**src/hw/rtl/tds_pkg.sv**
```systemverilog
// Shared types and constants of the tape directory slot scanner.
`timescale 1ns / 1ps

package tds_pkg;

    // Container layout
    localparam int unsigned HEADER_BYTES = 64;
    localparam int unsigned SLOT_BYTES   = 32;
    localparam int unsigned OFFSET_WIDTH = 32;
    localparam int unsigned SLOT_SHIFT   = $clog2(SLOT_BYTES);

    // Field and state widths
    localparam int unsigned TYPE_WIDTH    = 8;
    localparam int unsigned ADDR_WIDTH    = 16;
    localparam int unsigned LENGTH_WIDTH  = 17;
    localparam int unsigned COUNT_WIDTH   = 16;
    localparam int unsigned COUNTER_WIDTH = 17;
    localparam int unsigned POS_WIDTH     = COUNTER_WIDTH + SLOT_SHIFT + 1;

    // Slot type codes
    localparam logic [TYPE_WIDTH-1:0] TYPE_FREE       = 8'd0;
    localparam logic [TYPE_WIDTH-1:0] TYPE_LAST_VALID = 8'd5;

    // Configuration port
    localparam int unsigned APB_ADDR_WIDTH = 3;
    localparam int unsigned APB_DATA_WIDTH = 32;
    localparam logic REG_CONTAINER_BYTES = 1'b0;
    localparam logic REG_HEADER_SLOTS    = 1'b1;

    typedef enum logic [2:0] {
        VERDICT_FREE      = 3'd0,
        VERDICT_SKIPPED   = 3'd1,
        VERDICT_TRUNCATED = 3'd2,
        VERDICT_ACCEPTED  = 3'd3,
        VERDICT_STOPPED   = 3'd4
    } verdict_t;

    typedef struct packed {
        logic [OFFSET_WIDTH-1:0] container_bytes;
        logic [COUNT_WIDTH-1:0]  header_slot_count;
    } cfg_t;

    typedef struct packed {
        logic                    scan_begin;
        logic [TYPE_WIDTH-1:0]   slot_type;
        logic [ADDR_WIDTH-1:0]   load_start;
        logic [ADDR_WIDTH-1:0]   load_end;
        logic [OFFSET_WIDTH-1:0] data_position;
    } slot_t;

    typedef struct packed {
        verdict_t                verdict;
        logic [COUNT_WIDTH-1:0]  slot_number;
        logic [LENGTH_WIDTH-1:0] declared_length;
        logic                    length_impossible;
        logic [OFFSET_WIDTH-1:0] lowest_data;
        logic [COUNT_WIDTH-1:0]  accepted_total;
        logic [COUNT_WIDTH-1:0]  skipped_total;
        logic [COUNT_WIDTH-1:0]  truncated_total;
    } result_t;

    // Control from the pipeline to the classifier
    typedef struct packed {
        logic fire;
    } core_ctrl_t;

endpackage

```
**src/hw/rtl/tds_if.sv**
```systemverilog
// Valid/ready channel interfaces for directory slots and scan results.
`timescale 1ns / 1ps

interface tds_slot_if;
    logic                                 valid;
    logic                                 ready;
    logic                                 scan_begin;
    logic [tds_pkg::TYPE_WIDTH-1:0]       slot_type;
    logic [tds_pkg::ADDR_WIDTH-1:0]       load_start;
    logic [tds_pkg::ADDR_WIDTH-1:0]       load_end;
    logic [tds_pkg::OFFSET_WIDTH-1:0]     data_position;

    modport source (
        output valid, scan_begin, slot_type, load_start, load_end, data_position,
        input  ready
    );
    modport sink (
        input  valid, scan_begin, slot_type, load_start, load_end, data_position,
        output ready
    );
endinterface

interface tds_result_if;
    logic                                 valid;
    logic                                 ready;
    logic [2:0]                           verdict;
    logic [tds_pkg::COUNT_WIDTH-1:0]      slot_number;
    logic [tds_pkg::LENGTH_WIDTH-1:0]     declared_length;
    logic                                 length_impossible;
    logic [tds_pkg::OFFSET_WIDTH-1:0]     lowest_data;
    logic [tds_pkg::COUNT_WIDTH-1:0]      accepted_total;
    logic [tds_pkg::COUNT_WIDTH-1:0]      skipped_total;
    logic [tds_pkg::COUNT_WIDTH-1:0]      truncated_total;

    modport source (
        output valid, verdict, slot_number, declared_length, length_impossible,
               lowest_data, accepted_total, skipped_total, truncated_total,
        input  ready
    );
    modport sink (
        input  valid, verdict, slot_number, declared_length, length_impossible,
               lowest_data, accepted_total, skipped_total, truncated_total,
        output ready
    );
endinterface

```
**src/hw/rtl/tape_directory_slot_scanner.sv**
```systemverilog
// Top level of the tape directory slot scanner.
`timescale 1ns / 1ps

// Tape directory slot scanner.
// Slots arrive on the slot channel (valid/ready), one decoded directory entry
// per transfer, in slot order; a transfer with scan_begin set starts a new
// scan at slot zero. Every slot yields exactly one transfer on the result
// channel with its verdict, its slot number, its declared length and the
// running lowest data offset and counts after it.
// Container size and header slot count are written on the APB port (byte
// addresses 0 and 4); the user must write them only while no slot is in
// flight, the block does not enforce it; they apply from the next slot on.
// Path: a slot that is taken sits in the input register; it is classified and
// lands in the result register as soon as the result register is free, and
// its result is then offered on the result channel.
// Throughput: one slot per cycle while the receiver takes results, set by the
// combinational classifier between the input register and the result
// register; the scan state feeds back in that same cycle.
// Reset clears the valid flags of both registers and the scan state; slots
// before the first scan begin are stopped. A stalled receiver holds the
// result; the input register still takes one more slot, then ready drops.
module tape_directory_slot_scanner (
    input  logic                                clk,
    input  logic                                rst_n,
    tds_slot_if.sink                            slot,
    tds_result_if.source                        result,
    input  logic                                psel,
    input  logic                                penable,
    input  logic                                pwrite,
    input  logic [tds_pkg::APB_ADDR_WIDTH-1:0]  paddr,
    input  logic [tds_pkg::APB_DATA_WIDTH-1:0]  pwdata,
    output logic [tds_pkg::APB_DATA_WIDTH-1:0]  prdata,
    output logic                                pready
);

    tds_pkg::cfg_t       cfg;
    tds_pkg::slot_t      slot_item_reg;
    logic                slot_valid_reg;
    tds_pkg::result_t    result_data_reg;
    logic                result_valid_reg;
    tds_pkg::result_t    core_res;
    tds_pkg::core_ctrl_t ctrl;
    logic                advance;
    logic                slot_take;

    tds_regs u_regs (
        .clk     (clk),
        .rst_n   (rst_n),
        .psel    (psel),
        .penable (penable),
        .pwrite  (pwrite),
        .paddr   (paddr),
        .pwdata  (pwdata),
        .prdata  (prdata),
        .pready  (pready),
        .cfg     (cfg)
    );

    // Handshake: move a slot forward whenever the result register can take it
    assign advance    = !result_valid_reg || result.ready;
    assign ctrl.fire  = slot_valid_reg && advance;
    assign slot.ready = !slot_valid_reg || advance;
    assign slot_take  = slot.valid && slot.ready;

    // Hold the incoming slot
    always_ff @(posedge clk or negedge rst_n)
    begin
        if (!rst_n)
            slot_valid_reg <= 1'b0;
        else if (slot_take)
            slot_valid_reg <= 1'b1;
        else if (ctrl.fire)
            slot_valid_reg <= 1'b0;
    end

    always_ff @(posedge clk)
    begin
        if (slot_take)
        begin
            slot_item_reg.scan_begin    <= slot.scan_begin;
            slot_item_reg.slot_type     <= slot.slot_type;
            slot_item_reg.load_start    <= slot.load_start;
            slot_item_reg.load_end      <= slot.load_end;
            slot_item_reg.data_position <= slot.data_position;
        end
    end

    tds_core u_core (
        .clk   (clk),
        .rst_n (rst_n),
        .cfg   (cfg),
        .item  (slot_item_reg),
        .ctrl  (ctrl),
        .res   (core_res)
    );

    // Register the result
    always_ff @(posedge clk or negedge rst_n)
    begin
        if (!rst_n)
            result_valid_reg <= 1'b0;
        else if (advance)
            result_valid_reg <= slot_valid_reg;
    end

    always_ff @(posedge clk)
    begin
        if (ctrl.fire)
            result_data_reg <= core_res;
    end

    assign result.valid             = result_valid_reg;
    assign result.verdict           = result_data_reg.verdict;
    assign result.slot_number       = result_data_reg.slot_number;
    assign result.declared_length   = result_data_reg.declared_length;
    assign result.length_impossible = result_data_reg.length_impossible;
    assign result.lowest_data       = result_data_reg.lowest_data;
    assign result.accepted_total    = result_data_reg.accepted_total;
    assign result.skipped_total     = result_data_reg.skipped_total;
    assign result.truncated_total   = result_data_reg.truncated_total;

endmodule

```
**src/hw/rtl/tds_regs.sv**
```systemverilog
// APB configuration registers of the slot scanner.
`timescale 1ns / 1ps

module tds_regs (
    input  logic                                   clk,
    input  logic                                   rst_n,
    input  logic                                   psel,
    input  logic                                   penable,
    input  logic                                   pwrite,
    input  logic [tds_pkg::APB_ADDR_WIDTH-1:0]     paddr,
    input  logic [tds_pkg::APB_DATA_WIDTH-1:0]     pwdata,
    output logic [tds_pkg::APB_DATA_WIDTH-1:0]     prdata,
    output logic                                   pready,
    output tds_pkg::cfg_t                          cfg
);

    logic [tds_pkg::OFFSET_WIDTH-1:0] container_bytes_reg;
    logic [tds_pkg::COUNT_WIDTH-1:0]  header_slot_count_reg;
    logic                             wr_en;
    logic                             reg_sel;

    assign pready  = 1'b1;
    assign wr_en   = psel && penable && pwrite && pready;
    assign reg_sel = paddr[2];

    // Write on the access phase of a transfer
    always_ff @(posedge clk or negedge rst_n)
    begin
        if (!rst_n)
        begin
            container_bytes_reg   <= '0;
            header_slot_count_reg <= '0;
        end
        else if (wr_en)
        begin
            case (reg_sel)
                tds_pkg::REG_CONTAINER_BYTES:
                    container_bytes_reg <= pwdata[tds_pkg::OFFSET_WIDTH-1:0];
                tds_pkg::REG_HEADER_SLOTS:
                    header_slot_count_reg <= pwdata[tds_pkg::COUNT_WIDTH-1:0];
                default:
                begin
                end
            endcase
        end
    end

    // Read back
    always_comb
    begin
        case (reg_sel)
            tds_pkg::REG_CONTAINER_BYTES:
                prdata = tds_pkg::APB_DATA_WIDTH'(container_bytes_reg);
            tds_pkg::REG_HEADER_SLOTS:
                prdata = tds_pkg::APB_DATA_WIDTH'(header_slot_count_reg);
            default:
                prdata = '0;
        endcase
    end

    assign cfg.container_bytes   = container_bytes_reg;
    assign cfg.header_slot_count = header_slot_count_reg;

endmodule

```
**src/hw/rtl/tds_core.sv**
```systemverilog
// Slot classifier: scan state, length check, verdict and running counts.
`timescale 1ns / 1ps

module tds_core (
    input  logic                clk,
    input  logic                rst_n,
    input  tds_pkg::cfg_t       cfg,
    input  tds_pkg::slot_t      item,
    input  tds_pkg::core_ctrl_t ctrl,
    output tds_pkg::result_t    res
);

    localparam int unsigned CW = tds_pkg::COUNTER_WIDTH;
    localparam int unsigned NW = tds_pkg::COUNT_WIDTH;
    localparam int unsigned OW = tds_pkg::OFFSET_WIDTH;
    localparam int unsigned PW = tds_pkg::POS_WIDTH;
    localparam int unsigned LW = tds_pkg::LENGTH_WIDTH;

    logic [CW-1:0] slot_counter_reg, slot_counter_next;
    logic [OW-1:0] lowest_reg, lowest_next;
    logic          halted_reg, halted_next;
    logic [NW-1:0] accepted_reg, accepted_next;
    logic [NW-1:0] skipped_reg, skipped_next;
    logic [NW-1:0] truncated_reg, truncated_next;

    logic [CW-1:0] cur_counter;
    logic [OW-1:0] cur_lowest;
    logic          cur_halted;
    logic [NW-1:0] cur_accepted;
    logic [NW-1:0] cur_skipped;
    logic [NW-1:0] cur_truncated;
    logic [PW-1:0] position;
    logic [PW-1:0] slot_end;
    logic [LW-1:0] declared;
    logic          impossible;
    logic          stop;
    tds_pkg::verdict_t verdict;

    // Apply scan begin ahead of classification
    always_comb
    begin
        if (item.scan_begin)
        begin
            cur_counter   = '0;
            cur_lowest    = cfg.container_bytes;
            cur_halted    = 1'b0;
            cur_accepted  = '0;
            cur_skipped   = '0;
            cur_truncated = '0;
        end
        else
        begin
            cur_counter   = slot_counter_reg;
            cur_lowest    = lowest_reg;
            cur_halted    = halted_reg;
            cur_accepted  = accepted_reg;
            cur_skipped   = skipped_reg;
            cur_truncated = truncated_reg;
        end
    end

    // Declared length from the load addresses
    always_comb
    begin
        declared   = '0;
        impossible = 1'b0;
        if (item.load_end > item.load_start)
            declared = LW'(item.load_end) - LW'(item.load_start);
        else if (item.load_end == '0)
            declared = {1'b1, {(LW-1){1'b0}}} - LW'(item.load_start);
        else if (item.load_end != item.load_start)
            impossible = 1'b1;
    end

    // Directory position of this slot and the end of its entry
    assign position = PW'(tds_pkg::HEADER_BYTES)
                    + PW'({cur_counter, {tds_pkg::SLOT_SHIFT{1'b0}}});
    assign slot_end = position + PW'(tds_pkg::SLOT_BYTES);

    assign stop = cur_halted
               || (cur_counter >= CW'(cfg.header_slot_count))
               || (OW'(position) >= cur_lowest);

    // Classify and update the scan state
    always_comb
    begin
        slot_counter_next = cur_counter;
        lowest_next       = cur_lowest;
        halted_next       = cur_halted;
        accepted_next     = cur_accepted;
        skipped_next      = cur_skipped;
        truncated_next    = cur_truncated;
        if (stop)
        begin
            halted_next = 1'b1;
            verdict     = tds_pkg::VERDICT_STOPPED;
        end
        else
        begin
            if (cur_counter != '1)
                slot_counter_next = cur_counter + 1'b1;
            if (item.slot_type == tds_pkg::TYPE_FREE)
                verdict = tds_pkg::VERDICT_FREE;
            else if (item.slot_type > tds_pkg::TYPE_LAST_VALID
                     || item.data_position < OW'(slot_end))
            begin
                verdict = tds_pkg::VERDICT_SKIPPED;
                if (cur_skipped != '1)
                    skipped_next = cur_skipped + 1'b1;
            end
            else if (item.data_position > cfg.container_bytes
                     || (item.data_position == cfg.container_bytes
                         && (impossible || declared != '0)))
            begin
                verdict = tds_pkg::VERDICT_TRUNCATED;
                if (cur_truncated != '1)
                    truncated_next = cur_truncated + 1'b1;
            end
            else
            begin
                verdict = tds_pkg::VERDICT_ACCEPTED;
                if (cur_accepted != '1)
                    accepted_next = cur_accepted + 1'b1;
                if (item.data_position < cur_lowest)
                    lowest_next = item.data_position;
            end
        end
    end

    // Advance the scan state on each classified slot
    always_ff @(posedge clk or negedge rst_n)
    begin
        if (!rst_n)
        begin
            slot_counter_reg <= '0;
            lowest_reg       <= '0;
            halted_reg       <= 1'b0;
            accepted_reg     <= '0;
            skipped_reg      <= '0;
            truncated_reg    <= '0;
        end
        else if (ctrl.fire)
        begin
            slot_counter_reg <= slot_counter_next;
            lowest_reg       <= lowest_next;
            halted_reg       <= halted_next;
            accepted_reg     <= accepted_next;
            skipped_reg      <= skipped_next;
            truncated_reg    <= truncated_next;
        end
    end

    assign res.verdict           = verdict;
    assign res.slot_number       = cur_counter[NW-1:0];
    assign res.declared_length   = declared;
    assign res.length_impossible = impossible;
    assign res.lowest_data       = lowest_next;
    assign res.accepted_total    = accepted_next;
    assign res.skipped_total     = skipped_next;
    assign res.truncated_total   = truncated_next;

    // A stop holds until the next scan begin
    a_halt_sticky: assert property (@(posedge clk) disable iff (!rst_n)
        (halted_reg && !(ctrl.fire && item.scan_begin)) |=> halted_reg)
        else $error("stop flag dropped without scan begin");

    // A stopped slot leaves the slot counter where it was
    a_stop_holds_counter: assert property (@(posedge clk) disable iff (!rst_n)
        (ctrl.fire && !item.scan_begin && verdict == tds_pkg::VERDICT_STOPPED)
        |=> $stable(slot_counter_reg))
        else $error("slot counter moved on a stopped slot");

    // An accepted slot always leaves a nonzero accepted count
    a_accept_counts: assert property (@(posedge clk) disable iff (!rst_n)
        (ctrl.fire && verdict == tds_pkg::VERDICT_ACCEPTED) |=> accepted_reg != '0)
        else $error("accepted slot not counted");

    // The lowest offset only falls within a scan
    a_lowest_falls: assert property (@(posedge clk) disable iff (!rst_n)
        (ctrl.fire && !item.scan_begin) |=> lowest_reg <= $past(lowest_reg))
        else $error("lowest data offset rose within a scan");

endmodule
```
**src/flat_wrapper.sv**
```systemverilog
// flat-port wrapper written by rule: the top's interface ports become plain ports
module tape_directory_slot_scanner_flat 
  (clk, rst_n, psel, penable, pwrite, paddr, pwdata, prdata, pready, slot_valid, slot_scan_begin, slot_slot_type, slot_load_start, slot_load_end, slot_data_position, slot_ready, result_valid, result_verdict, result_slot_number, result_declared_length, result_length_impossible, result_lowest_data, result_accepted_total, result_skipped_total, result_truncated_total, result_ready);
  tds_slot_if slot_i ();
  tds_result_if result_i ();
  input  logic clk;
  input  logic rst_n;
  input  logic psel;
  input  logic penable;
  input  logic pwrite;
  input  logic [tds_pkg::APB_ADDR_WIDTH-1:0] paddr;
  input  logic [tds_pkg::APB_DATA_WIDTH-1:0] pwdata;
  output logic [tds_pkg::APB_DATA_WIDTH-1:0] prdata;
  output logic pready;
  input wire logic [$bits(slot_i.valid)-1:0] slot_valid;
  input wire logic [$bits(slot_i.scan_begin)-1:0] slot_scan_begin;
  input wire logic [$bits(slot_i.slot_type)-1:0] slot_slot_type;
  input wire logic [$bits(slot_i.load_start)-1:0] slot_load_start;
  input wire logic [$bits(slot_i.load_end)-1:0] slot_load_end;
  input wire logic [$bits(slot_i.data_position)-1:0] slot_data_position;
  output wire logic [$bits(slot_i.ready)-1:0] slot_ready;
  output wire logic [$bits(result_i.valid)-1:0] result_valid;
  output wire logic [$bits(result_i.verdict)-1:0] result_verdict;
  output wire logic [$bits(result_i.slot_number)-1:0] result_slot_number;
  output wire logic [$bits(result_i.declared_length)-1:0] result_declared_length;
  output wire logic [$bits(result_i.length_impossible)-1:0] result_length_impossible;
  output wire logic [$bits(result_i.lowest_data)-1:0] result_lowest_data;
  output wire logic [$bits(result_i.accepted_total)-1:0] result_accepted_total;
  output wire logic [$bits(result_i.skipped_total)-1:0] result_skipped_total;
  output wire logic [$bits(result_i.truncated_total)-1:0] result_truncated_total;
  input wire logic [$bits(result_i.ready)-1:0] result_ready;
  assign slot_i.valid = slot_valid;
  assign slot_i.scan_begin = slot_scan_begin;
  assign slot_i.slot_type = slot_slot_type;
  assign slot_i.load_start = slot_load_start;
  assign slot_i.load_end = slot_load_end;
  assign slot_i.data_position = slot_data_position;
  assign slot_ready = slot_i.ready;
  assign result_valid = result_i.valid;
  assign result_verdict = result_i.verdict;
  assign result_slot_number = result_i.slot_number;
  assign result_declared_length = result_i.declared_length;
  assign result_length_impossible = result_i.length_impossible;
  assign result_lowest_data = result_i.lowest_data;
  assign result_accepted_total = result_i.accepted_total;
  assign result_skipped_total = result_i.skipped_total;
  assign result_truncated_total = result_i.truncated_total;
  assign result_i.ready = result_ready;
  tape_directory_slot_scanner u_core (.clk(clk), .rst_n(rst_n), .slot(slot_i), .result(result_i), .psel(psel), .penable(penable), .pwrite(pwrite), .paddr(paddr), .pwdata(pwdata), .prdata(prdata), .pready(pready));
endmodule
```
**config.mk**
```make
export PLATFORM = sky130hd
export DESIGN_NAME = tape_directory_slot_scanner_flat
export DESIGN_NICKNAME = d
export VERILOG_FILES = /design/src/hw/rtl/tds_pkg.sv /design/src/hw/rtl/tds_if.sv /design/src/hw/rtl/tape_directory_slot_scanner.sv /design/src/hw/rtl/tds_regs.sv /design/src/hw/rtl/tds_core.sv /design/src/flat_wrapper.sv
export SDC_FILE = /design/constraint.sdc
export NUM_CORES = 1
export LEC_CHECK = 0
export BUFFER_PORTS_ARGS = -buffer_cell sky130_fd_sc_hd__buf_2
export CORE_AREA = 2 2 244 246
export DETAILED_ROUTE_END_ITERATION = 16
export DIE_AREA = 0 0 246 248
export SYNTH_ARGS = -nofsm -noshare
export SYNTH_HDL_FRONTEND = slang
export SYNTH_SLANG_ARGS = --single-unit
export TNS_END_PERCENT = 100
```
**constraint.sdc**
```tcl
create_clock -name clk -period 11.8 [get_ports clk]
set_clock_uncertainty 0.05 [all_clocks]
set_input_delay 0.59 -clock clk [delete_from_list [all_inputs] [get_ports clk]]
set_output_delay 0.59 -clock clk [all_outputs]
set_load 0.01 [all_outputs]
```
# Yosys cells after proc, flatten, opt, wreduce, memory -nomap -nowiden

Index checks and enable logic that the tools add are counted.

Register bits after elaboration: 338
Bits of input ports: 115
Output and inout port bits: 152
Logic and storage cells: 107

Add/sub/neg operators: 8
$lt $le $gt $ge: 7
Eq/ne operators: 6
Mux-type cells: 38
Bitwise operators: 1
Reduce and logical (&&, ||, !) cells: 22

Operators with widths:

| operator                                                                        | number |
|---|---|
| 16-bit two-way mux                                                              | 17 |
| 32-bit two-way mux                                                              | 6 |
| 17-bit two-way mux                                                              | 5 |
| 32-bit one-hot mux with 2 select lines                                          | 1 |
| 16-bit by 1-bit adder with 16-bit output, second input constant                 | 3 |
| 16-bit != test, second input constant                                           | 3 |
| 32-bit equality test                                                            | 1 |
| 23-bit by 32-bit >= comparator with 1-bit output                                | 1 |
| 32-bit greater-than comparator                                                  | 1 |
| 32-bit by 23-bit less-than comparator with 1-bit output                         | 1 |
| 32-bit less-than comparator                                                     | 1 |
| 23-bit by 6-bit adder with 23-bit output, second input constant                 | 1 |
| 7-bit by 22-bit adder with 23-bit output, first input constant                  | 1 |
| 17-bit by 1-bit adder with 17-bit output, second input constant                 | 1 |
| 17-bit by 16-bit >= comparator with 1-bit output                                | 1 |
| 17-bit != test, second input constant                                           | 1 |
| 17-bit nonzero test                                                             | 1 |
| 16-bit by 16-bit subtractor with 17-bit output                                  | 1 |
| 17-bit by 16-bit subtractor with 17-bit output, first input constant            | 1 |
| 16-bit greater-than comparator                                                  | 1 |
| 16-bit logical NOT                                                              | 1 |
| 16-bit != test                                                                  | 1 |
| 8-bit by 3-bit greater-than comparator with 1-bit output, second input constant | 1 |
| 8-bit logical NOT                                                               | 1 |
| 10 further kinds                                                                | 29 |

# Longest topological paths before layout

Gate-level depths: netlist of run 1.

Depth in word-level cells: 11
Gate-level depth with buffers: 31
Depth with buffers taken out: 22

# Modules after synthesis

From an unflattened synthesis of run 1, not the netlist that was laid out.

Cell total of the unflattened synthesis: 2103
Area total of the unflattened synthesis: 21239.1 sq um

Modules (own cells, without submodules):

| module                      | instances | cells an instance | area an instance (sq um) | sequential area each (sq um) |
|---|---|---|---|---|
| tds_core                    | 1         | 1765              | 13168.9                  | 2452.4 |
| tape_directory_slot_scanner | 1         | 198               | 5809.3                   | 5755.5 |
| tds_regs                    | 1         | 140               | 2260.9                   | 1201.2 |

# Worst setup path after synthesis of run 1

No wires, ideal clock.

Path kind: register -> register
Start point: reg u_core.slot_item_reg[72] (netlist bit)
End point: reg u_core.result_data_reg, in the netlist u_core.result.accepted_total[15], data pin
Library setup time: 0.262 ns
Data arrival time: 5.941 ns
Data required time: 11.488 ns
Slack: 5.546 ns
Stages on the path, launching flop included: 29
Buffers on the path: 7
Period minus slack after synthesis: 6.254 ns
Path through: edfxtp_1 -> buf_2 -> buf_2 -> buf_1 -> clkbuf_1 -> clkbuf_1 -> nor2b_1 -> ha_1 -> nand3_1 -> or3_1 -> buf_2 -> xnor2_1 -> nand4_1 -> nand2b_1 -> nor2b_1 -> and3_1 -> nand3_1 -> xnor2_1 -> ha_1 -> and4_1 -> o211ai_1 -> or3_1 -> o32ai_1 -> o21ai_0 -> and3b_1 -> clkbuf_1 -> o211ai_4 -> nor3_1 -> mux2_1

RTL lines:

| item                   | RTL line                           | source |
|---|---|---|
| start: declaration     | tape_directory_slot_scanner.sv:37  | `tds_pkg::slot_t slot_item_reg;` |
| end signal: assignment | tape_directory_slot_scanner.sv:109 | `result_data_reg <= core_res;` |
| end: declaration       | tape_directory_slot_scanner.sv:39  | `tds_pkg::result_t result_data_reg;` |

==> Implementation_results.wiki, run 1 <==
{| class="wikitable"
! Metric !! Value
|-
| Cell type with the largest total area after synthesis || sky130_fd_sc_hd__edfxtp_1
|-
| H-tree levels || 2
|-
| Startpoint type of the worst setup path || flip-flop
|-
| Dominant register cell in the synthesized netlist || sky130_fd_sc_hd__edfxtp_1
|-
| Row count || 89
|-
| Remaining antenna violation count after routing || 0
|-
| Via-per-instance ratio || 5.43
|-
| Number of clock sinks || 338
|-
| Gate Count Post-Synth || 2024
|-
| Setup repair after global routing missed its margin || no
|-
| Maximum net fanout on the critical path || 94
|-
| Area share of the leading cell type in the synthesized netlist || 0.281
|-
| Overall Global Routing Usage || 0.193
|-
| Clock period minus worst slack || about 7.6 ns
|-
| Total Power Consumption || 3.75 mW
|-
| Starting density of the core || 0.347
|-
| Largest register FFs || 73
|-
| Power density relative to cell area || ~160 mW/mm^2
|-
| Critical-path cell list || buf_4, nor2b_1, ha_1, nand3_1, or3_1, xnor2_1, nand4_1, nand2b_1, nor2b_1, and3_1, nand2_1, xor2_1, ha_1, a21o_1, a21oi_1, nor2b_1, o21ai_0, a21oi_1, o21ai_0, and3b_1, o211ai_4, buf_4, buf_4, a21oi_1
|-
| First-pass GRT wire length || 91.5 mm
|-
| Layout overhead on the synthesized area || 16.4%
|-
| Total negative slack for setup checks || 0 ns
|-
| Number of enable flip-flop cells after synthesis || 190
|-
| Sequential element share of the synthesized area || 0.464
|-
| Hold Fails Final Rpt || 0
|-
| Master cell of the clock root buffer || sky130_fd_sc_hd__clkbuf_16
|-
| Register-to-register setup slack || 4.23 ns
|-
| Cell area after synthesis || 0.0203 sq mm
|-
| Worst vdd rail ir drop || roughly 0.12 mV
|-
| Via count of the routed design || 16600
|-
| Biggest area contributors in the synthesized netlist || sky130_fd_sc_hd__edfxtp_1 (28%), sky130_fd_sc_hd__dfrtp_1 (18%), sky130_fd_sc_hd__ha_1 (8.5%)
|-
| Core area || 0.0585 sq mm
|-
| Synthesized netlist net count || 2277
|-
| Number of search-and-repair iterations in the first detailed-routing pass || 5
|-
| Data required time of the critical path || about 12 ns
|-
| Max stage delay on crit path || 0.73 ns
|-
| Worst Setup Path Type || reg2reg
|-
| Final GP Congestion || 0.900
|-
| Launch point of the critical path || u_core.slot_item_reg[72]$_DFFE_PP_
|-
| Leak Pwr || just under 10 nW
|-
| Setup Viol. Count Final || 0
|-
| Routed length per placed instance || 19.7 um
|-
| Max_slew headroom || 0.336
|-
| #FFs+latches synth || approximately 340
|-
| Critical Path Sink Type || flip-flop
|-
| TritonCTS clock tree || built
|-
| Number of warnings printed during yosys synthesis || 0
|-
| Power spent charging and discharging nets || 1.18 mW
|-
| Switching Share || 0.315
|-
| Number of cells traversed by the worst register-to-register path || 24
|-
| Number of antenna violations at the first check in global routing || 13
|-
| Max-Cap Viols || 0
|-
| Number of distinct standard cells referenced by the synthesized netlist || 87
|-
| First-iteration detailed-routing DRC count || 1478
|-
| CTS clk-pin slew, worst paths || ~0.060 ns
|-
| Arrival @ worst endpoint || just under 8 ns
|-
| Layout cell share with drive strength beyond 1 || 0.183
|-
| Detail Placement HPWL || roughly 44 mm
|-
| Async SR Flop Fraction || 0.438
|-
| I/O pin count || 267
|-
| Count of hold buffers inserted by post-cts repair || 0
|-
| Crit Reg-Reg Startpoint || u_core.slot_item_reg[72]$_DFFE_PP_
|-
| Actual slew at the worst max-slew pin || between 0.9 and 1 ns
|-
| DIE WIDTH || approximately 250 um
|-
| Fraction of the cycle the final worst path needs || 0.641
|-
| Sequential group share of total power || 0.428
|-
| Worst hold path class || in2async
|-
| Design internal power || 2.57 mW
|-
| CTS Buf Count || 39
|-
| Comb power frac || 0.233
|-
| Drt drc || 0
|-
| Post-CTS Setup Repair Bufs || 0
|-
| Worst r2r dst || u_core.result.lowest_data[10]$_DFFE_PP_
|-
| Number of nets in the layout || 2491
|-
| Worst setup path endpoint || u_core.result.lowest_data[10]$_DFFE_PP_
|-
| Cell with the largest stage delay on the worst path || sky130_fd_sc_hd__buf_4
|-
| Clock insertion delay at the later pin of the skew report || 0.58 ns
|-
| # port buffers || 263
|-
| Run status || completed
|-
| Sum of routed wire length over all layers || 60.0 mm
|-
| Share of total power in the clock network || 0.339
|-
| Die area || 0.0610 sq mm
|-
| CTS Buffer Depth || 3
|-
| Via count of the first global-routing pass || 15800
|-
| Max Clk Rate || between 100 and 150 MHz
|-
| Largest net degree at the start of global routing || 95
|-
| Die outline height || 248 um
|-
| CTS-repair resized insts || 0
|-
| Per-instance average area after synthesis || 10.0 sq um
|-
| Total gr overflow || 0
|-
| Final Max Tran Viols || 0
|}
==> power groups by stage <==
stage               combinational, mW  sequential, mW  clock (mW)
global placement                0.842            1.62           0
detailed placement              0.870            1.62           0
floorplan                       0.575            1.60           0
finish                          0.875            1.61        1.27
CTS                             0.876            1.60        1.30
global route                    0.981            1.63        1.35
==> through the flow <==
step           setup WS [ns]   util  hold slack (ns)  area (sq um)  std cells
2_1_floorplan           5.55      -            0.244         20300       2024
3_3_place_gp            4.43  0.381            0.426         22300       2970
3_5_place_dp            4.35  0.381            0.443         22300       2970
4_1_cts                 4.33  0.403           0.0913         23600       3041
5_1_grt                 3.64  0.404            0.103         23600       3045
6_report                4.23  0.404           0.0552         23600       3048
==> Yosys cell counts (51+ instances only) <==
cell / n
sky130_fd_sc_hd__ha_1: 137
sky130_fd_sc_hd__a21oi_1: 126
sky130_fd_sc_hd__nor2b_1: 82
sky130_fd_sc_hd__nand2_1: 189
sky130_fd_sc_hd__o21ai_0: 73
sky130_fd_sc_hd__nand3_1: 71
sky130_fd_sc_hd__edfxtp_1: 190
sky130_fd_sc_hd__nand4_1: 81
sky130_fd_sc_hd__o211ai_1: 53
sky130_fd_sc_hd__mux2_2: 51
sky130_fd_sc_hd__clkbuf_1: 70
sky130_fd_sc_hd__xnor2_1: 62
sky130_fd_sc_hd__nor2_1: 133
sky130_fd_sc_hd__inv_1: 98
sky130_fd_sc_hd__dfrtp_1: 148
==> final cells by class <==
class	count	area, sq um
diodes	7	17.5
flip-flops and latches	338	9410
well taps	773	967
multi-input cells	1479	10000
clock buffers	48	1040
clock inverters	23	283
repair buffers	280	1450
fillers	5685	34900
inverters	100	383
==> cell families after synthesis <==
group | count (synthesis) | share of synthesized area
mux | 70 | 0.0378
simple gates | 738 | 0.187
compound gates | 437 | 0.143
other cells | 1 | 0.000185
flops | 338 | 0.464
fa+ha+maj | 138 | 0.0856
buf+inv | 207 | 0.0410
xor+xnor | 95 | 0.0410
==> layout by cell type (no fill, tap or decap), types with 81 or more instances in the layout <==
cell type | synthesis | routed
sky130_fd_sc_hd__nor2_1 | 133 | 133
sky130_fd_sc_hd__nor2b_1 | 82 | 82
sky130_fd_sc_hd__dfrtp_1 | 148 | 148
sky130_fd_sc_hd__nand4_1 | 81 | 81
sky130_fd_sc_hd__buf_2 | 23 | 262
sky130_fd_sc_hd__nand2_1 | 189 | 188
sky130_fd_sc_hd__ha_1 | 137 | 137
sky130_fd_sc_hd__a21oi_1 | 126 | 126
sky130_fd_sc_hd__inv_1 | 98 | 98
sky130_fd_sc_hd__edfxtp_1 | 190 | 190
==> worst min-delay path by stage <==
stage / cells after the start / endpoint / startpoint
2_1_floorplan: 0 / u_core.result.valid$_DFFE_PN0P_ / rst_n
3_3_place_gp: 2 / u_core.u_core.skipped_reg[0]$_DFFE_PN0P_ / u_core.u_core.skipped_reg[0]$_DFFE_PN0P_
3_5_place_dp: 1 / u_core.u_core.halted_reg$_DFFE_PN0P_ / u_core.u_core.halted_reg$_DFFE_PN0P_
4_1_cts: 1 / u_core.u_core.truncated_reg[9]$_DFFE_PN0P_ / rst_n
5_1_grt: 1 / u_core.slot_item_reg[27]$_DFFE_PP_ / slot_data_position[27]
6_report: 1 / u_core.u_core.truncated_reg[9]$_DFFE_PN0P_ / rst_n
==> worst max-delay path, delay by kind of cell (launching register included) <==
family | cells | cell delay, ns
compound gates | 7 | 1.25
xor+xnor | 2 | 0.56
fa+ha+maj | 2 | 0.65
buf+inv | 3 | 1.74
flops | 1 | 0.36
simple gates | 10 | 2.56
==> per-layer routing <==
metal	routed length [um]	GRT usage	vias up
li1	-	-	7906
met1	26700	0.265	8035
met2	27500	0.305	516
met3	4050	0.0374	100
met4	1760	0.0636	4
met5	24	0	-
No activity file was read; power rests on OpenSTA's default activity.
==> run 2: changes to the inputs <==
Settings changed: ABC_AREA set to 1, CORE_AREA 2 2 244 246 to 2 2 245 247, DIE_AREA 0 0 246 248 to 0 0 247 249.
Clock period 11.8 ns to 7.7 ns, I/O delays scaled along.
==> Implementation_results.wiki, run 2 <==
{| class="wikitable"
! Metric !! Value
|-
| Worst vdd rail ir drop || 0.158 mV (+31%)
|-
| Count of antenna diodes in the layout || 0 (-7)
|-
| Number of warnings printed during yosys synthesis || 0 (unchanged)
|-
| Fraction of the cycle the final worst path needs || 0.899 (+0.258)
|-
| Clock period minus worst slack || 6.92 ns (-0.646 ns)
|-
| Critical Path Sink Type || flip-flop
|-
| #FFs+latches synth || 338 (unchanged)
|-
| Worst hold path class || in2reg
|-
| H-tree levels || 2 (unchanged)
|-
| Cell type with the largest total area after synthesis || sky130_fd_sc_hd__edfxtp_1
|-
| Gate Count Post-Synth || 2505 (+24%)
|-
| I/O pin count || 267 (unchanged)
|-
| Actual slew at the worst max-slew pin || 1.10 ns (+0.106 ns)
|-
| Cell seen most often among critical-path stages || sky130_fd_sc_hd__inv_1
|-
| Per-instance average area after synthesis || 8.17 sq um (-18%)
|-
| Sequential element share of the synthesized area || 0.460 (-0.00426)
|-
| Setup repair after global routing missed its margin || no
|-
| Final Max Tran Viols || 0 (unchanged)
|-
| DIE WIDTH || 247 um (+0.41%)
|-
| Most used standard cells in the synthesized netlist || sky130_fd_sc_hd__nand2_1 (703), sky130_fd_sc_hd__inv_1 (366), sky130_fd_sc_hd__nor2_1 (208), sky130_fd_sc_hd__edfxtp_1 (190), sky130_fd_sc_hd__nand3_1 (162)
|-
| Comb power frac || 0.243 (+0.010)
|-
| Area share of the leading cell type in the synthesized netlist || 0.279 (-0.00258)
|-
| Switching Share || 0.333 (+0.0179)
|-
| Via-per-instance ratio || 4.75 (-13%)
|-
| Number of cells after detailed placement || 3474 (+17%)
|-
| Largest net degree at the start of global routing || 141 (+48%)
|-
| Routed length per placed instance || 16.6 um (-16%)
|-
| Async SR Flop Fraction || 0.438 (unchanged)
|-
| Sum of routed wire length over all layers || 60.6 mm (+0.94%)
|-
| Via count of the routed design || 17300 (+4.5%)
|-
| Detail Placement HPWL || 43.4 mm (-0.85%)
|-
| Leading cell types in the layout, fill and taps excluded || sky130_fd_sc_hd__nand2_1 (701), sky130_fd_sc_hd__inv_1 (364), sky130_fd_sc_hd__buf_2 (262), sky130_fd_sc_hd__nor2_1 (208), sky130_fd_sc_hd__edfxtp_1 (190)
|-
| Power spent charging and discharging nets || 1.94 mW (+64%)
|-
| CTS Buf Count || 42 (+7.7%)
|-
| Most instantiated library cell after synthesis || sky130_fd_sc_hd__nand2_1
|-
| Number of antenna violations at the first check in global routing || 1 (-12)
|-
| Largest register FFs || 73 (unchanged)
|-
| Max-Cap Viols || 0 (unchanged)
|-
| Die area || 0.0615 sq mm (+0.81%)
|-
| Startpoint type of the worst setup path || flip-flop
|-
| Core area || 0.0587 sq mm (+0.38%)
|-
| Arrival @ worst endpoint || 7.19 ns (-0.62 ns)
|-
| Starting density of the core || 0.349 (+0.00188)
|-
| Data required time of the critical path || 7.97 ns (-4.07 ns)
|-
| Number of search-and-repair iterations in the first detailed-routing pass || 6 (+1)
|-
| Maximum net fanout on the critical path || 64 (-32%)
|-
| Cell area after synthesis || 0.0205 sq mm (+0.93%)
|-
| Post-CTS Setup Repair Bufs || 0 (unchanged)
|-
| Number of clock sinks || 338 (unchanged)
|-
| Design internal power || 3.89 mW (+51%)
|-
| Max stage delay on crit path || 0.73 ns (about the same)
|-
| Overall Global Routing Usage || 0.195 (+0.00190)
|-
| Sequential group share of total power || 0.402 (-0.026)
|-
| TritonCTS clock tree || built
|-
| Drt drc || 0 (unchanged)
|-
| First-pass GRT wire length || 93.0 mm (+1.7%)
|-
| Total gr overflow || 0 (unchanged)
|-
| Setup Viol. Count Final || 0 (unchanged)
|-
| Total negative slack for setup checks || 0 ns (unchanged)
|-
| Row count || 89 (unchanged)
|-
| Max_slew headroom || 0.258 (-0.0773)
|-
| Via count of the first global-routing pass || 16500 (+4.1%)
|-
| Clock insertion delay at the later pin of the skew report || 0.58 ns (about the same)
|-
| CTS-repair resized insts || 0 (unchanged)
|-
| Commonest non-fill, non-tap cell in the layout || sky130_fd_sc_hd__nand2_1
|-
| Final cell count without fillers || 3643 (+20%)
|-
| Number of enable flip-flop cells after synthesis || 190 (unchanged)
|-
| WHS || 0.0258 ns (-0.0294 ns)
|-
| First-iteration detailed-routing DRC count || 1042 (-29%)
|-
| Remaining antenna violation count after routing || 0 (unchanged)
|-
| Hold Fails Final Rpt || 0 (unchanged)
|-
| Leak Pwr || 11.9 nW (+21%)
|-
| Layout cell share with drive strength beyond 1 || 0.143 (-0.0401)
|-
| Worst Setup Path Type || reg2reg
|-
| CTS Buffer Depth || 3 (unchanged)
|-
| Number of nets in the layout || 3089 (+24%)
|-
| Biggest area contributors in the synthesized netlist || sky130_fd_sc_hd__edfxtp_1 (28%), sky130_fd_sc_hd__dfrtp_1 (18%), sky130_fd_sc_hd__nand2_1 (13%)
|-
| CTS clk-pin slew, worst paths || 0.06 ns (about the same)
|-
| Power density relative to cell area || 235 mW/mm^2 (+48%)
|-
| Run status || completed
|-
| Max Clk Rate || 145 MHz (+9.3%)
|-
| Final GP Congestion || 0.925 (+2.8%)
|-
| # port buffers || 263 (unchanged)
|-
| Number of distinct standard cells referenced by the synthesized netlist || 50 (-43%)
|-
| Die outline height || 249 um (+0.40%)
|-
| Total Power Consumption || 5.83 mW (+55%)
|-
| Cell with the largest stage delay on the worst path || sky130_fd_sc_hd__buf_4
|-
| Layout overhead on the synthesized area || 21.2%
|-
| Synthesized netlist net count || 2758 (+21%)
|-
| Dominant register cell in the synthesized netlist || sky130_fd_sc_hd__edfxtp_1
|-
| Master cell of the clock root buffer || sky130_fd_sc_hd__clkbuf_16
|-
| Share of total power in the clock network || 0.355 (+0.016)
|}
run 2: cell types whose count changed after synthesis, moves of 51 or more:
cell,delta
sky130_fd_sc_hd__nand2_1,+514
sky130_fd_sc_hd__inv_1,+268
sky130_fd_sc_hd__nand3_1,+91
sky130_fd_sc_hd__nor2b_1,-82
sky130_fd_sc_hd__nor2_1,+75
sky130_fd_sc_hd__o21ai_0,+55
sky130_fd_sc_hd__mux2_2,-51
run 2: cells by family after synthesis:
| group | Yosys count | share of synthesized area |
|---|---|---|
| AOI/OAI and AO/OA | 241 | 0.0635 |
| xor gates and xnor gates | 70 | 0.0300 |
| adders and majority gates | 138 | 0.0848 |
| buffers and inverters | 449 | 0.0895 |
| DFF | 338 | 0.460 |
| other | 1 | 0.000183 |
| and+or+nand+nor | 1268 | 0.272 |
run 2: repair_timing:
item / in CTS / in global routing
hold endpoints to repair: 166 / 0
endpoints found under the setup margin: 0 / 0
hold buffers: 91 / 0
run 2: power groups by stage:
stage / combinational (mW) / sequential, mW / clock, mW
after floorplan: 0.886 / 2.39 / 0
after global placement: 1.38 / 2.38 / 0
after detailed placement: 1.39 / 2.38 / 0
after CTS: 1.44 / 2.35 / 2.13
after global routing: 1.60 / 2.37 / 2.21
final: 1.42 / 2.35 / 2.07
run 2: per-stage QoR:
| stage | cell area [sq um] | setup slack [ns] | util |
|---|---|---|---|
| 5_1_grt | 24800 | 0.324 | 0.422 |
| 3_5_place_dp | 22400 | 0.966 | 0.382 |
| 3_3_place_gp | 22400 | 1.00 | 0.382 |
| 6_report | 24800 | 0.780 | 0.422 |
| 2_1_floorplan | 20500 | 2.27 | - |
| 4_1_cts | 24800 | 0.886 | 0.422 |
run 2: path summary, 6_finish.rpt:
kind | start | endpoint | slack (ns) | cells after the start
max in group asynchronous | rst_n | u_core.u_core.lowest_reg[27]$_DFFE_PN0P_ | 5.64 | 3
min | pwdata[7] | u_core.u_regs.container_bytes_reg[7]$_DFFE_PN0P_ | 0.03 | 3
min in group asynchronous | rst_n | u_core.u_regs.header_slot_count_reg[4]$_DFFE_PN0P_ | 0.40 | 2
max reg2reg | u_core.slot_item_reg[72]$_DFFE_PP_ | u_core.result.accepted_total[11]$_DFFE_PP_ | 0.78 | 29
max | u_core.slot_item_reg[72]$_DFFE_PP_ | u_core.result.accepted_total[11]$_DFFE_PP_ | 0.78 | 29
min reg2reg | u_core.u_core.lowest_reg[26]$_DFFE_PN0P_ | u_core.u_core.lowest_reg[26]$_DFFE_PN0P_ | 0.42 | 2
run 2: worst max-delay path: cells and delay by family, from the launching register on:
kind          cells  cell delay (ns)
xor+xnor          2             0.53
fa+ha+maj         2             0.61
buf+inv           9             1.73
flops             1             0.44
simple gates     16             3.26
run 2: routing by layer:
layer / vias to the layer above / routed length [um] / GRT usage / part of all wire
met4: 0 / 2230 / 0.0718 / 0.037
li1: 8855 / - / - / -
met5: - / 0 / 0 / 0
met3: 95 / 2680 / 0.0315 / 0.044
met1: 7977 / 27400 / 0.256 / 0.45
met2: 376 / 28300 / 0.322 / 0.47
run 2: layout make-up:
cell class / instances / area (sq um)
fillers: 5871 / 33900
multi-input cells: 1718 / 9240
repair buffers: 366 / 2320
flip-flops and latches: 338 / 9410
inverters: 370 / 1400
clock inverters: 29 / 343
well taps: 773 / 967
clock buffers: 49 / 1110
